`config.mk`:
```
export PLATFORM = sky130hd
export DESIGN_NAME = bidirectional_pair_table
export DESIGN_NICKNAME = d
export VERILOG_FILES = /design/src/rtl/bpt_pkg.sv /design/src/rtl/bpt_store.sv /design/src/rtl/bpt_match.sv /design/src/rtl/bpt_seq.sv /design/src/rtl/bidirectional_pair_table.sv
export SDC_FILE = /design/constraint.sdc
export NUM_CORES = 2
export LEC_CHECK = 0
export BUFFER_PORTS_ARGS = -buffer_cell sky130_fd_sc_hd__buf_2
export CORE_ASPECT_RATIO = 0.8
export CORE_MARGIN = 2
export CORE_UTILIZATION = 44
export CTS_CLUSTER_DIAMETER = 30
export CTS_CLUSTER_SIZE = 16
export DETAILED_ROUTE_END_ITERATION = 10
export PLACE_DENSITY = 0.62
export SYNTH_ARGS = -nofsm -noshare
export SYNTH_HDL_FRONTEND = slang
export SYNTH_MEMORY_MAX_BITS = 65536
export SYNTH_SLANG_ARGS = --single-unit
```
`constraint.sdc`:
```
create_clock -name clk -period 13.5 [get_ports clk]
set_input_delay 1.35 -clock clk [delete_from_list [all_inputs] [get_ports clk]]
set_output_delay 1.35 -clock clk [all_outputs]
set_load 0.005 [all_outputs]
```
`src/rtl/bpt_pkg.sv`:
```
`default_nettype none
// ----------------------------------------------------------------------------
// Bidirectional pair table package
// Shared types and codes for the pair table: stored entry layout, compare
// results, action and status codes, and sequencer states.
// ----------------------------------------------------------------------------
package bpt_pkg;

    localparam int KEY_W   = 32;
    localparam int ACT_W   = 3;
    localparam int CNT_O_W = 7;

    typedef enum logic [ACT_W-1:0] {
        ACT_ADD       = 3'd0,
        ACT_LOOK_LEFT = 3'd1,
        ACT_LOOK_RIGHT = 3'd2,
        ACT_REM_LEFT  = 3'd3,
        ACT_REM_RIGHT = 3'd4
    } action_t;

    typedef enum logic [1:0] {
        ST_OK      = 2'd0,
        ST_DUP     = 2'd1,
        ST_MISSING = 2'd2,
        ST_FULL    = 2'd3
    } status_t;

    typedef enum logic [1:0] {
        S_CLEAR,
        S_IDLE,
        S_SCAN
    } state_t;

    typedef struct packed {
        logic             valid;
        logic [KEY_W-1:0] left;
        logic [KEY_W-1:0] right;
    } entry_t;

    typedef struct packed {
        logic             hit;
        logic             free;
        logic [KEY_W-1:0] partner;
    } match_t;

endpackage
`default_nettype wire

```
`src/rtl/bpt_store.sv`:
```
`default_nettype none
// ----------------------------------------------------------------------------
// Pair table entry memory
// One write port and one registered read port holding the valid flag and
// both keys of every table entry.
// ----------------------------------------------------------------------------
module bpt_store #(
    parameter int DEPTH = 64
) (
    input  wire logic                       clk,
    input  wire logic                       wr_en,
    input  wire logic [$clog2(DEPTH)-1:0]   wr_addr,
    input  wire bpt_pkg::entry_t            wr_data,
    input  wire logic                       rd_en,
    input  wire logic [$clog2(DEPTH)-1:0]   rd_addr,
    output bpt_pkg::entry_t                 rd_data
);

    bpt_pkg::entry_t mem [DEPTH];
    bpt_pkg::entry_t rd_data_reg;

    always_ff @(posedge clk)
    begin
        if (wr_en)
        begin
            mem[wr_addr] <= wr_data;
        end
    end

    always_ff @(posedge clk)
    begin
        if (rd_en)
        begin
            rd_data_reg <= mem[rd_addr];
        end
    end

    assign rd_data = rd_data_reg;

endmodule
`default_nettype wire

```
`src/rtl/bpt_match.sv`:
```
`default_nettype none
// ----------------------------------------------------------------------------
// Pair table key compare unit
// Compares one stored entry against the keys of the current beat and
// reports a hit, a free entry and the partner key.
// ----------------------------------------------------------------------------
module bpt_match (
    input  wire bpt_pkg::entry_t                 entry,
    input  wire logic [bpt_pkg::ACT_W-1:0]       action,
    input  wire logic [bpt_pkg::KEY_W-1:0]       key_left,
    input  wire logic [bpt_pkg::KEY_W-1:0]       key_right,
    output bpt_pkg::match_t                      result
);

    logic left_eq;
    logic right_eq;
    logic by_right;

    assign left_eq  = (entry.left == key_left);
    assign right_eq = (entry.right == key_right);
    assign by_right = (action == bpt_pkg::ACT_LOOK_RIGHT) ||
                      (action == bpt_pkg::ACT_REM_RIGHT);

    always_comb
    begin
        result.free    = !entry.valid;
        result.partner = by_right ? entry.left : entry.right;
        case (action)
            bpt_pkg::ACT_ADD:
            begin
                result.hit = entry.valid && (left_eq || right_eq);
            end
            bpt_pkg::ACT_LOOK_LEFT, bpt_pkg::ACT_REM_LEFT:
            begin
                result.hit = entry.valid && left_eq;
            end
            bpt_pkg::ACT_LOOK_RIGHT, bpt_pkg::ACT_REM_RIGHT:
            begin
                result.hit = entry.valid && right_eq;
            end
            default:
            begin
                result.hit = 1'b0;
            end
        endcase
    end

endmodule
`default_nettype wire

```
`src/rtl/bpt_seq.sv`:
```
`default_nettype none
// ----------------------------------------------------------------------------
// Pair table sequencer
// Clears the memory after reset, then scans it one entry per cycle for each
// beat with a valid action code, feeding the compare unit and deciding the result and the write.
// ----------------------------------------------------------------------------
module bpt_seq #(
    parameter int CAPACITY = 64
) (
    input  wire logic                            clk,
    input  wire logic                            rst_n,
    input  wire logic                            start,
    input  wire logic [bpt_pkg::ACT_W-1:0]       action,
    input  wire logic [bpt_pkg::KEY_W-1:0]       key_left,
    input  wire logic [bpt_pkg::KEY_W-1:0]       key_right,
    output logic                                 busy,
    output logic                                 done,
    output logic [1:0]                           status,
    output logic [bpt_pkg::KEY_W-1:0]            partner_key,
    output logic [bpt_pkg::CNT_O_W-1:0]          pair_count,
    output logic                                 wr_en,
    output logic [$clog2(CAPACITY)-1:0]          wr_addr,
    output bpt_pkg::entry_t                      wr_data,
    output logic                                 rd_en,
    output logic [$clog2(CAPACITY)-1:0]          rd_addr,
    input  wire bpt_pkg::entry_t                 rd_data
);

    localparam int IDX_W = $clog2(CAPACITY);
    localparam int CNT_W = $clog2(CAPACITY + 1);
    localparam logic [IDX_W-1:0] LAST_IDX = IDX_W'(CAPACITY - 1);

    bpt_pkg::state_t             state_reg, state_next;
    logic [IDX_W-1:0]            idx_reg, idx_next;
    logic                        issue_last_reg, issue_last_next;
    logic                        chk_vld_reg, chk_vld_next;
    logic [IDX_W-1:0]            chk_idx_reg, chk_idx_next;
    logic                        free_found_reg, free_found_next;
    logic [IDX_W-1:0]            free_idx_reg, free_idx_next;
    logic [bpt_pkg::ACT_W-1:0]   act_reg, act_next;
    logic [bpt_pkg::KEY_W-1:0]   kl_reg, kl_next;
    logic [bpt_pkg::KEY_W-1:0]   kr_reg, kr_next;
    logic [CNT_W-1:0]            count_reg, count_next;
    bpt_pkg::status_t            status_reg, status_next;
    logic [bpt_pkg::KEY_W-1:0]   partner_reg, partner_next;
    logic                        done_reg, done_next;

    bpt_pkg::match_t             match;
    logic                        is_add;
    logic                        is_remove;
    logic                        free_now;
    logic [IDX_W-1:0]            free_idx_now;

    bpt_match u_match (
        .entry     (rd_data),
        .action    (act_reg),
        .key_left  (kl_reg),
        .key_right (kr_reg),
        .result    (match)
    );

    assign is_add    = (act_reg == bpt_pkg::ACT_ADD);
    assign is_remove = (act_reg == bpt_pkg::ACT_REM_LEFT) ||
                       (act_reg == bpt_pkg::ACT_REM_RIGHT);
    assign free_now     = free_found_reg || (chk_vld_reg && match.free);
    assign free_idx_now = free_found_reg ? free_idx_reg : chk_idx_reg;

    always_ff @(posedge clk or negedge rst_n)
    begin
        if (!rst_n)
        begin
            state_reg      <= bpt_pkg::S_CLEAR;
            idx_reg        <= '0;
            issue_last_reg <= 1'b0;
            chk_vld_reg    <= 1'b0;
            free_found_reg <= 1'b0;
            count_reg      <= '0;
            done_reg       <= 1'b0;
        end
        else
        begin
            state_reg      <= state_next;
            idx_reg        <= idx_next;
            issue_last_reg <= issue_last_next;
            chk_vld_reg    <= chk_vld_next;
            free_found_reg <= free_found_next;
            count_reg      <= count_next;
            done_reg       <= done_next;
        end
    end

    always_ff @(posedge clk)
    begin
        chk_idx_reg  <= chk_idx_next;
        free_idx_reg <= free_idx_next;
        act_reg      <= act_next;
        kl_reg       <= kl_next;
        kr_reg       <= kr_next;
        status_reg   <= status_next;
        partner_reg  <= partner_next;
    end

    always_comb
    begin
        state_next      = state_reg;
        idx_next        = idx_reg;
        issue_last_next = issue_last_reg;
        chk_vld_next    = chk_vld_reg;
        chk_idx_next    = chk_idx_reg;
        free_found_next = free_found_reg;
        free_idx_next   = free_idx_reg;
        act_next        = act_reg;
        kl_next         = kl_reg;
        kr_next         = kr_reg;
        count_next      = count_reg;
        status_next     = status_reg;
        partner_next    = partner_reg;
        done_next       = 1'b0;
        rd_en           = 1'b0;
        rd_addr         = idx_reg;
        wr_en           = 1'b0;
        wr_addr         = chk_idx_reg;
        wr_data         = '0;

        case (state_reg)
            bpt_pkg::S_CLEAR:
            begin
                wr_en   = 1'b1;
                wr_addr = idx_reg;
                if (idx_reg == LAST_IDX)
                begin
                    idx_next   = '0;
                    state_next = bpt_pkg::S_IDLE;
                end
                else
                begin
                    idx_next = idx_reg + 1'b1;
                end
            end
            bpt_pkg::S_IDLE:
            begin
                if (start)
                begin
                    act_next        = action;
                    kl_next         = key_left;
                    kr_next         = key_right;
                    idx_next        = '0;
                    issue_last_next = 1'b0;
                    chk_vld_next    = 1'b0;
                    free_found_next = 1'b0;
                    if (action > bpt_pkg::ACT_REM_RIGHT)
                    begin
                        done_next    = 1'b1;
                        status_next  = bpt_pkg::ST_OK;
                        partner_next = '0;
                    end
                    else
                    begin
                        state_next = bpt_pkg::S_SCAN;
                    end
                end
            end
            bpt_pkg::S_SCAN:
            begin
                rd_en        = !issue_last_reg;
                chk_vld_next = !issue_last_reg;
                chk_idx_next = idx_reg;
                if (!issue_last_reg)
                begin
                    if (idx_reg == LAST_IDX)
                    begin
                        issue_last_next = 1'b1;
                    end
                    else
                    begin
                        idx_next = idx_reg + 1'b1;
                    end
                end
                if (chk_vld_reg && match.free && !free_found_reg)
                begin
                    free_found_next = 1'b1;
                    free_idx_next   = chk_idx_reg;
                end
                if (chk_vld_reg && match.hit)
                begin
                    state_next = bpt_pkg::S_IDLE;
                    done_next  = 1'b1;
                    if (is_add)
                    begin
                        status_next  = bpt_pkg::ST_DUP;
                        partner_next = '0;
                    end
                    else
                    begin
                        status_next  = bpt_pkg::ST_OK;
                        partner_next = match.partner;
                        if (is_remove)
                        begin
                            wr_en      = 1'b1;
                            wr_addr    = chk_idx_reg;
                            count_next = count_reg - 1'b1;
                        end
                    end
                end
                else if (chk_vld_reg && (chk_idx_reg == LAST_IDX))
                begin
                    state_next   = bpt_pkg::S_IDLE;
                    done_next    = 1'b1;
                    partner_next = '0;
                    if (is_add)
                    begin
                        if (free_now)
                        begin
                            wr_en         = 1'b1;
                            wr_addr       = free_idx_now;
                            wr_data.valid = 1'b1;
                            wr_data.left  = kl_reg;
                            wr_data.right = kr_reg;
                            count_next    = count_reg + 1'b1;
                            status_next   = bpt_pkg::ST_OK;
                        end
                        else
                        begin
                            status_next = bpt_pkg::ST_FULL;
                        end
                    end
                    else
                    begin
                        status_next = bpt_pkg::ST_MISSING;
                    end
                end
            end
            default:
            begin
                state_next = bpt_pkg::S_IDLE;
            end
        endcase
    end

    assign busy        = (state_reg != bpt_pkg::S_IDLE);
    assign done        = done_reg;
    assign status      = status_reg;
    assign partner_key = partner_reg;
    assign pair_count  = bpt_pkg::CNT_O_W'(count_reg);

endmodule
`default_nettype wire

```
`src/rtl/bidirectional_pair_table.sv`:
```
`default_nettype none
// ----------------------------------------------------------------------------
// Bidirectional pair table
// One-to-one table of left/right 32-bit key pairs with add, lookup and
// remove from either side, scanned one entry per cycle.
// ----------------------------------------------------------------------------
// After reset the block clears its entry memory, one entry per cycle, and
// holds busy high meanwhile. A beat is taken when start is high and busy
// is low; for a valid action code busy then stays high while the single
// read port of the entry memory is walked one entry per cycle through the
// shared key compare. An add that is stored or refused as full, and any
// lookup or removal that misses, walks every entry; a lookup or removal
// that finds its key in entry i, or an add refused because entry i
// already holds one of its keys, ends the walk at entry i. Action codes
// above remove-by-right are answered without a scan, with busy low. The
// result appears with done high for exactly one cycle, for a scanned beat
// the cycle in which busy falls; it is not held, so the receiver must take
// it in that cycle. A new beat may be started in that same cycle.
// ----------------------------------------------------------------------------
module bidirectional_pair_table #(
    parameter int CAPACITY = 64
) (
    input  wire logic                    clk,
    input  wire logic                    rst_n,
    input  wire logic                    start,
    output logic                         busy,
    input  wire logic [2:0]              action,
    input  wire logic signed [31:0]      key_left,
    input  wire logic signed [31:0]      key_right,
    output logic                         done,
    output logic [1:0]                   status,
    output logic signed [31:0]           partner_key,
    output logic [6:0]                   pair_count
);

    localparam int IDX_W = $clog2(CAPACITY);

    logic                    wr_en;
    logic [IDX_W-1:0]        wr_addr;
    bpt_pkg::entry_t         wr_data;
    logic                    rd_en;
    logic [IDX_W-1:0]        rd_addr;
    bpt_pkg::entry_t         rd_data;
    logic [31:0]             partner_bits;

    bpt_store #(
        .DEPTH (CAPACITY)
    ) u_store (
        .clk     (clk),
        .wr_en   (wr_en),
        .wr_addr (wr_addr),
        .wr_data (wr_data),
        .rd_en   (rd_en),
        .rd_addr (rd_addr),
        .rd_data (rd_data)
    );

    bpt_seq #(
        .CAPACITY (CAPACITY)
    ) u_seq (
        .clk         (clk),
        .rst_n       (rst_n),
        .start       (start),
        .action      (action),
        .key_left    (key_left),
        .key_right   (key_right),
        .busy        (busy),
        .done        (done),
        .status      (status),
        .partner_key (partner_bits),
        .pair_count  (pair_count),
        .wr_en       (wr_en),
        .wr_addr     (wr_addr),
        .wr_data     (wr_data),
        .rd_en       (rd_en),
        .rd_addr     (rd_addr),
        .rd_data     (rd_data)
    );

    assign partner_key = signed'(partner_bits);

endmodule
`default_nettype wire

```
==> key figures <==
STA
  – Ratio of final minimum period to clock period: approximately 47%
  – Fmax: around 160 MHz
  – Final Skew: roughly 0.064 ns
  – Rel. slew slack: 10.48%
  – Fin crit period: 6.338 ns
  – Worst Slack Setup Final: slightly above 7 ns
  – Final-report hold violation count: 0
  – Transition time at the pin with the least slew margin: between 1 and 1.5 ns
  – RSZ-0062 raised after global routing: false
  – Final setup violation count: 0
  – Total negative setup slack: 0 ns
  – Number of slew-limit violations in the final report: 0

Power and ir drop
  – Pwr/cell area: between 150 and 200 nW/um2
  – Leak pwr: ~70 nW
  – Worst-case vdd ir drop: 0.1672 mV

Synth
  – Synth unique cells: 67
  – Portion of synthesized cell area occupied by the leading cell type: approximately 78%
  – Yosys warning count: 0
  – Post-synth top area cell: edfxtp_1
  – Synthesized area: between 150000 and 200000 um2
  – Synthesized area per cell: around 25 um2
  – Number of enable flip-flop cells after synthesis: approximately 4300
  – Asr flop ratio synth: 0.4361%
  – Number of synthesized register bits: about 4400
  – Sequential fraction of the synthesis area: between 70% and 80%
  – Biggest area contributors in the synthesized netlist: edfxtp_1 (78%), mux4_2 (19%), clkbuf_1 (0.47%)
  – Number of nets in the synthesized netlist: ~6700
  – Ys flop type: edfxtp_1
  – Cell count after synthesis: between 6000 and 7000

Setup path
  – Worst Reg-to-Reg Cells: 11
  – Crit. End Element: flop
  – Type of origin of the critical path: flop
  – Start-to-end type of the worst setup path: reg2reg
  – Worst flop-to-flop path startpoint: u_store.rd_data[41]$_DFFE_PP_
  – Highest net fanout along the worst path: 35
  – Critical path arrival: about 6.9 ns
  – Data required time of the worst path: roughly 14 ns
  – Worst-case register-to-register setup slack: just over 7 ns
  – FF-to-FF End: u_store.mem[18][31]$_DFFE_PP_

Finish
  – Final design instance area without fill: slightly below 200000 um2
  – Leading cell type in the layout, fill and taps excluded: edfxtp_1
  – Top library cells by usage in the layout, fill and taps aside: edfxtp_1 (4338), mux4_2 (1365), clkbuf_16 (618)
  – Fraction of layout instances using a drive strength above 1: 36.63%
  – Max reg flops: around 4200
  – Final Core Density: 51.93%
  – Synthesis-to-finish area growth: 17.27%
  – Post-layout net count: 7308

Routing
  – Total vias in the final route: around 80000
  – Count of antenna-violating nets left after detailed routing: 0
  – Post-route DRC: 0
  – Wirelength per Cell: about 37 um
  – Total detailed-routing wirelength: ~480000 um
  – Pre-antenna DRT Iters: 6
  – DRC marker count from the first detailed-route iteration: 13370
  – Number of vias per cell: between 6 and 7

Floorplanning
  – Top-level port count: around 110
  – Placeable core area: 375200 um2
  – Vertical die dimension: 553.7 um
  – Initial Utilization: between 40% and 50%
  – Row count: ~200
  – Die Area: about 380000 um2
  – Die width: about 690 um

Global route
  – GRT Total Usage: about a quarter
  – Largest net degree at the start of global routing: between 100 and 150
  – Number of global-route vias before repair: between 70000 and 80000
  – Overflow after GRT: 0
  – Global-route wire length before repair: 651000 um
  – Antenna violations before repair: 37

Place
  – Instance area at placement: 174100 um2
  – Number of buffers added on ports: ~110
  – Placed wire-length estimate: ~250000 um
  – GP Congestion: 0.8914
  – Post-placement worst setup slack: about 7.3 ns

Clock network
  – Buffer cell driving the clock tree root: clkbuf_16
  – Count of hold buffers inserted by post-cts repair: 0
  – Resize count post-CTS: 0
  – Sink Count: 4357
  – Worst-case clock buffer depth: 4
  – TritonCTS clock tree: done
  – Maximum level of the CTS H-tree: 6
  – Buffers inserted during post-CTS setup optimization: 0
  – Register clock-pin slew on the reported worst setup and hold paths: about 0.050 ns
  – Cts bufs inserted: around 610
  – Clock latency at the later pin of the worst-skew pair: a little under 1 ns

Run status
  – Run status: finished clean

Hold path
  – Type of the worst min-delay path: in2async

Flow run
  – Number of maximum-capacitance constraint violations: 0
==> through the flow <==
stage,hold slack [ns],power (mW),instances
final,0.4096,36.12,12710
after global routing,0.3954,37.11,12700
after CTS,0.3664,36.32,12700
after detailed placement,0.4600,20.27,11590
after global placement,0.4550,20.26,11590
after floorplan,0.4231,18.71,6591
==> report_power, final <==
| part | switching, mW | total [mW] | internal (mW) |
|---|---|---|---|
| registers | 0.233 | 15.3 | 15.0 |
| clock network | 6.14 | 16.1 | 10.0 |
| logic | 2.80 | 4.72 | 1.92 |
| total | 9.17 | 36.1 | 26.9 |
==> logic make-up (layout without fill, tap and decap cells) <==
family,after synthesis,after routing,share of synthesized area [%]
compound gates,91,91,0.3554
xor+xnor,73,73,0.3848
fa+ha+maj,11,11,0.08735
buf+inv,358,1495,0.8712
flops,4357,4357,78.68
mux,1372,1372,18.55
other cells,0,11,0
simple gates,329,329,1.073
==> how the worst max path moves through the flow <==
stage | startpoint | endpoint | slack, ns | depth (start not counted)
floorplan | u_seq.kl_reg[28]$_DFFE_PP_ | u_store.mem[45][0]$_DFFE_PP_ | 4.09 | 9
global placement | u_seq.rd_addr[0]$_DFFE_PN0P_ | u_store.rd_data[22]$_DFFE_PP_ | 7.35 | 7
detailed placement | u_seq.rd_addr[0]$_DFFE_PN0P_ | u_store.rd_data[22]$_DFFE_PP_ | 7.33 | 7
CTS | u_seq.rd_addr[0]$_DFFE_PN0P_ | u_store.rd_data[22]$_DFFE_PP_ | 7.36 | 7
global route | u_seq.rd_addr[0]$_DFFE_PN0P_ | u_store.rd_data[31]$_DFFE_PP_ | 7.01 | 7
finish | u_store.rd_data[41]$_DFFE_PP_ | u_store.mem[18][31]$_DFFE_PP_ | 7.16 | 11
==> metal layers <==
| layer | routed length (um) | track usage (%) |
|---|---|---|
| met2 | 217900 | 36.80 |
| met3 | 53180 | 5.390 |
| met1 | 185700 | 35.69 |
| met4 | 18850 | 9.007 |
| met5 | 58 | 0 |
==> cell type report <==
| cell class | instances | area (um2) |
|---|---|---|
| fill | 28360 | 180400 |
| timing repair buffer | 373 | 2658 |
| multi-input combinational | 1876 | 34390 |
| clock inverter | 426 | 5032 |
| inverter | 14 | 55.05 |
| antenna | 11 | 27.53 |
| sequential | 4357 | 130800 |
| tap | 4973 | 6222 |
| clock buffer | 682 | 15720 |
==> synth_stat cells (all sizes together) (3+ instances only) <==
| cell | number |
|---|---|
| or4 | 4 |
| nand2b | 5 |
| o21ai | 10 |
| a22oi | 5 |
| o31ai | 3 |
| a21o | 4 |
| nor2b | 3 |
| and3 | 7 |
| a21oi | 46 |
| xor2 | 23 |
| nand4 | 26 |
| nor3 | 66 |
| nand2 | 90 |
| nor2 | 23 |
| nand3 | 10 |
| mux4 | 1365 |
| mux2 | 4 |
| ha | 10 |
| buf | 134 |
| nor4b | 3 |
| nor4 | 10 |
| dfrtp | 19 |
| xnor2 | 50 |
| edfxtp | 4338 |
| inv | 14 |
| or2 | 6 |
| and2 | 66 |
| clkbuf | 210 |
| mux2i | 3 |
==> critical path, cell delays in order, from the launching register on <==
cell and delay (ns):
edfxtp_1 0.60, xnor2_1 0.65, o211ai_1 0.44, nor4_1 0.41, nand4_1 0.38, nand2_1 0.25
o2111a_1 0.82, o21ai_4 0.06, buf_4 0.33, nor3_2 0.22, buf_4 0.72, buf_4 0.85
Note: power is estimated with default switching activity, not from simulation.
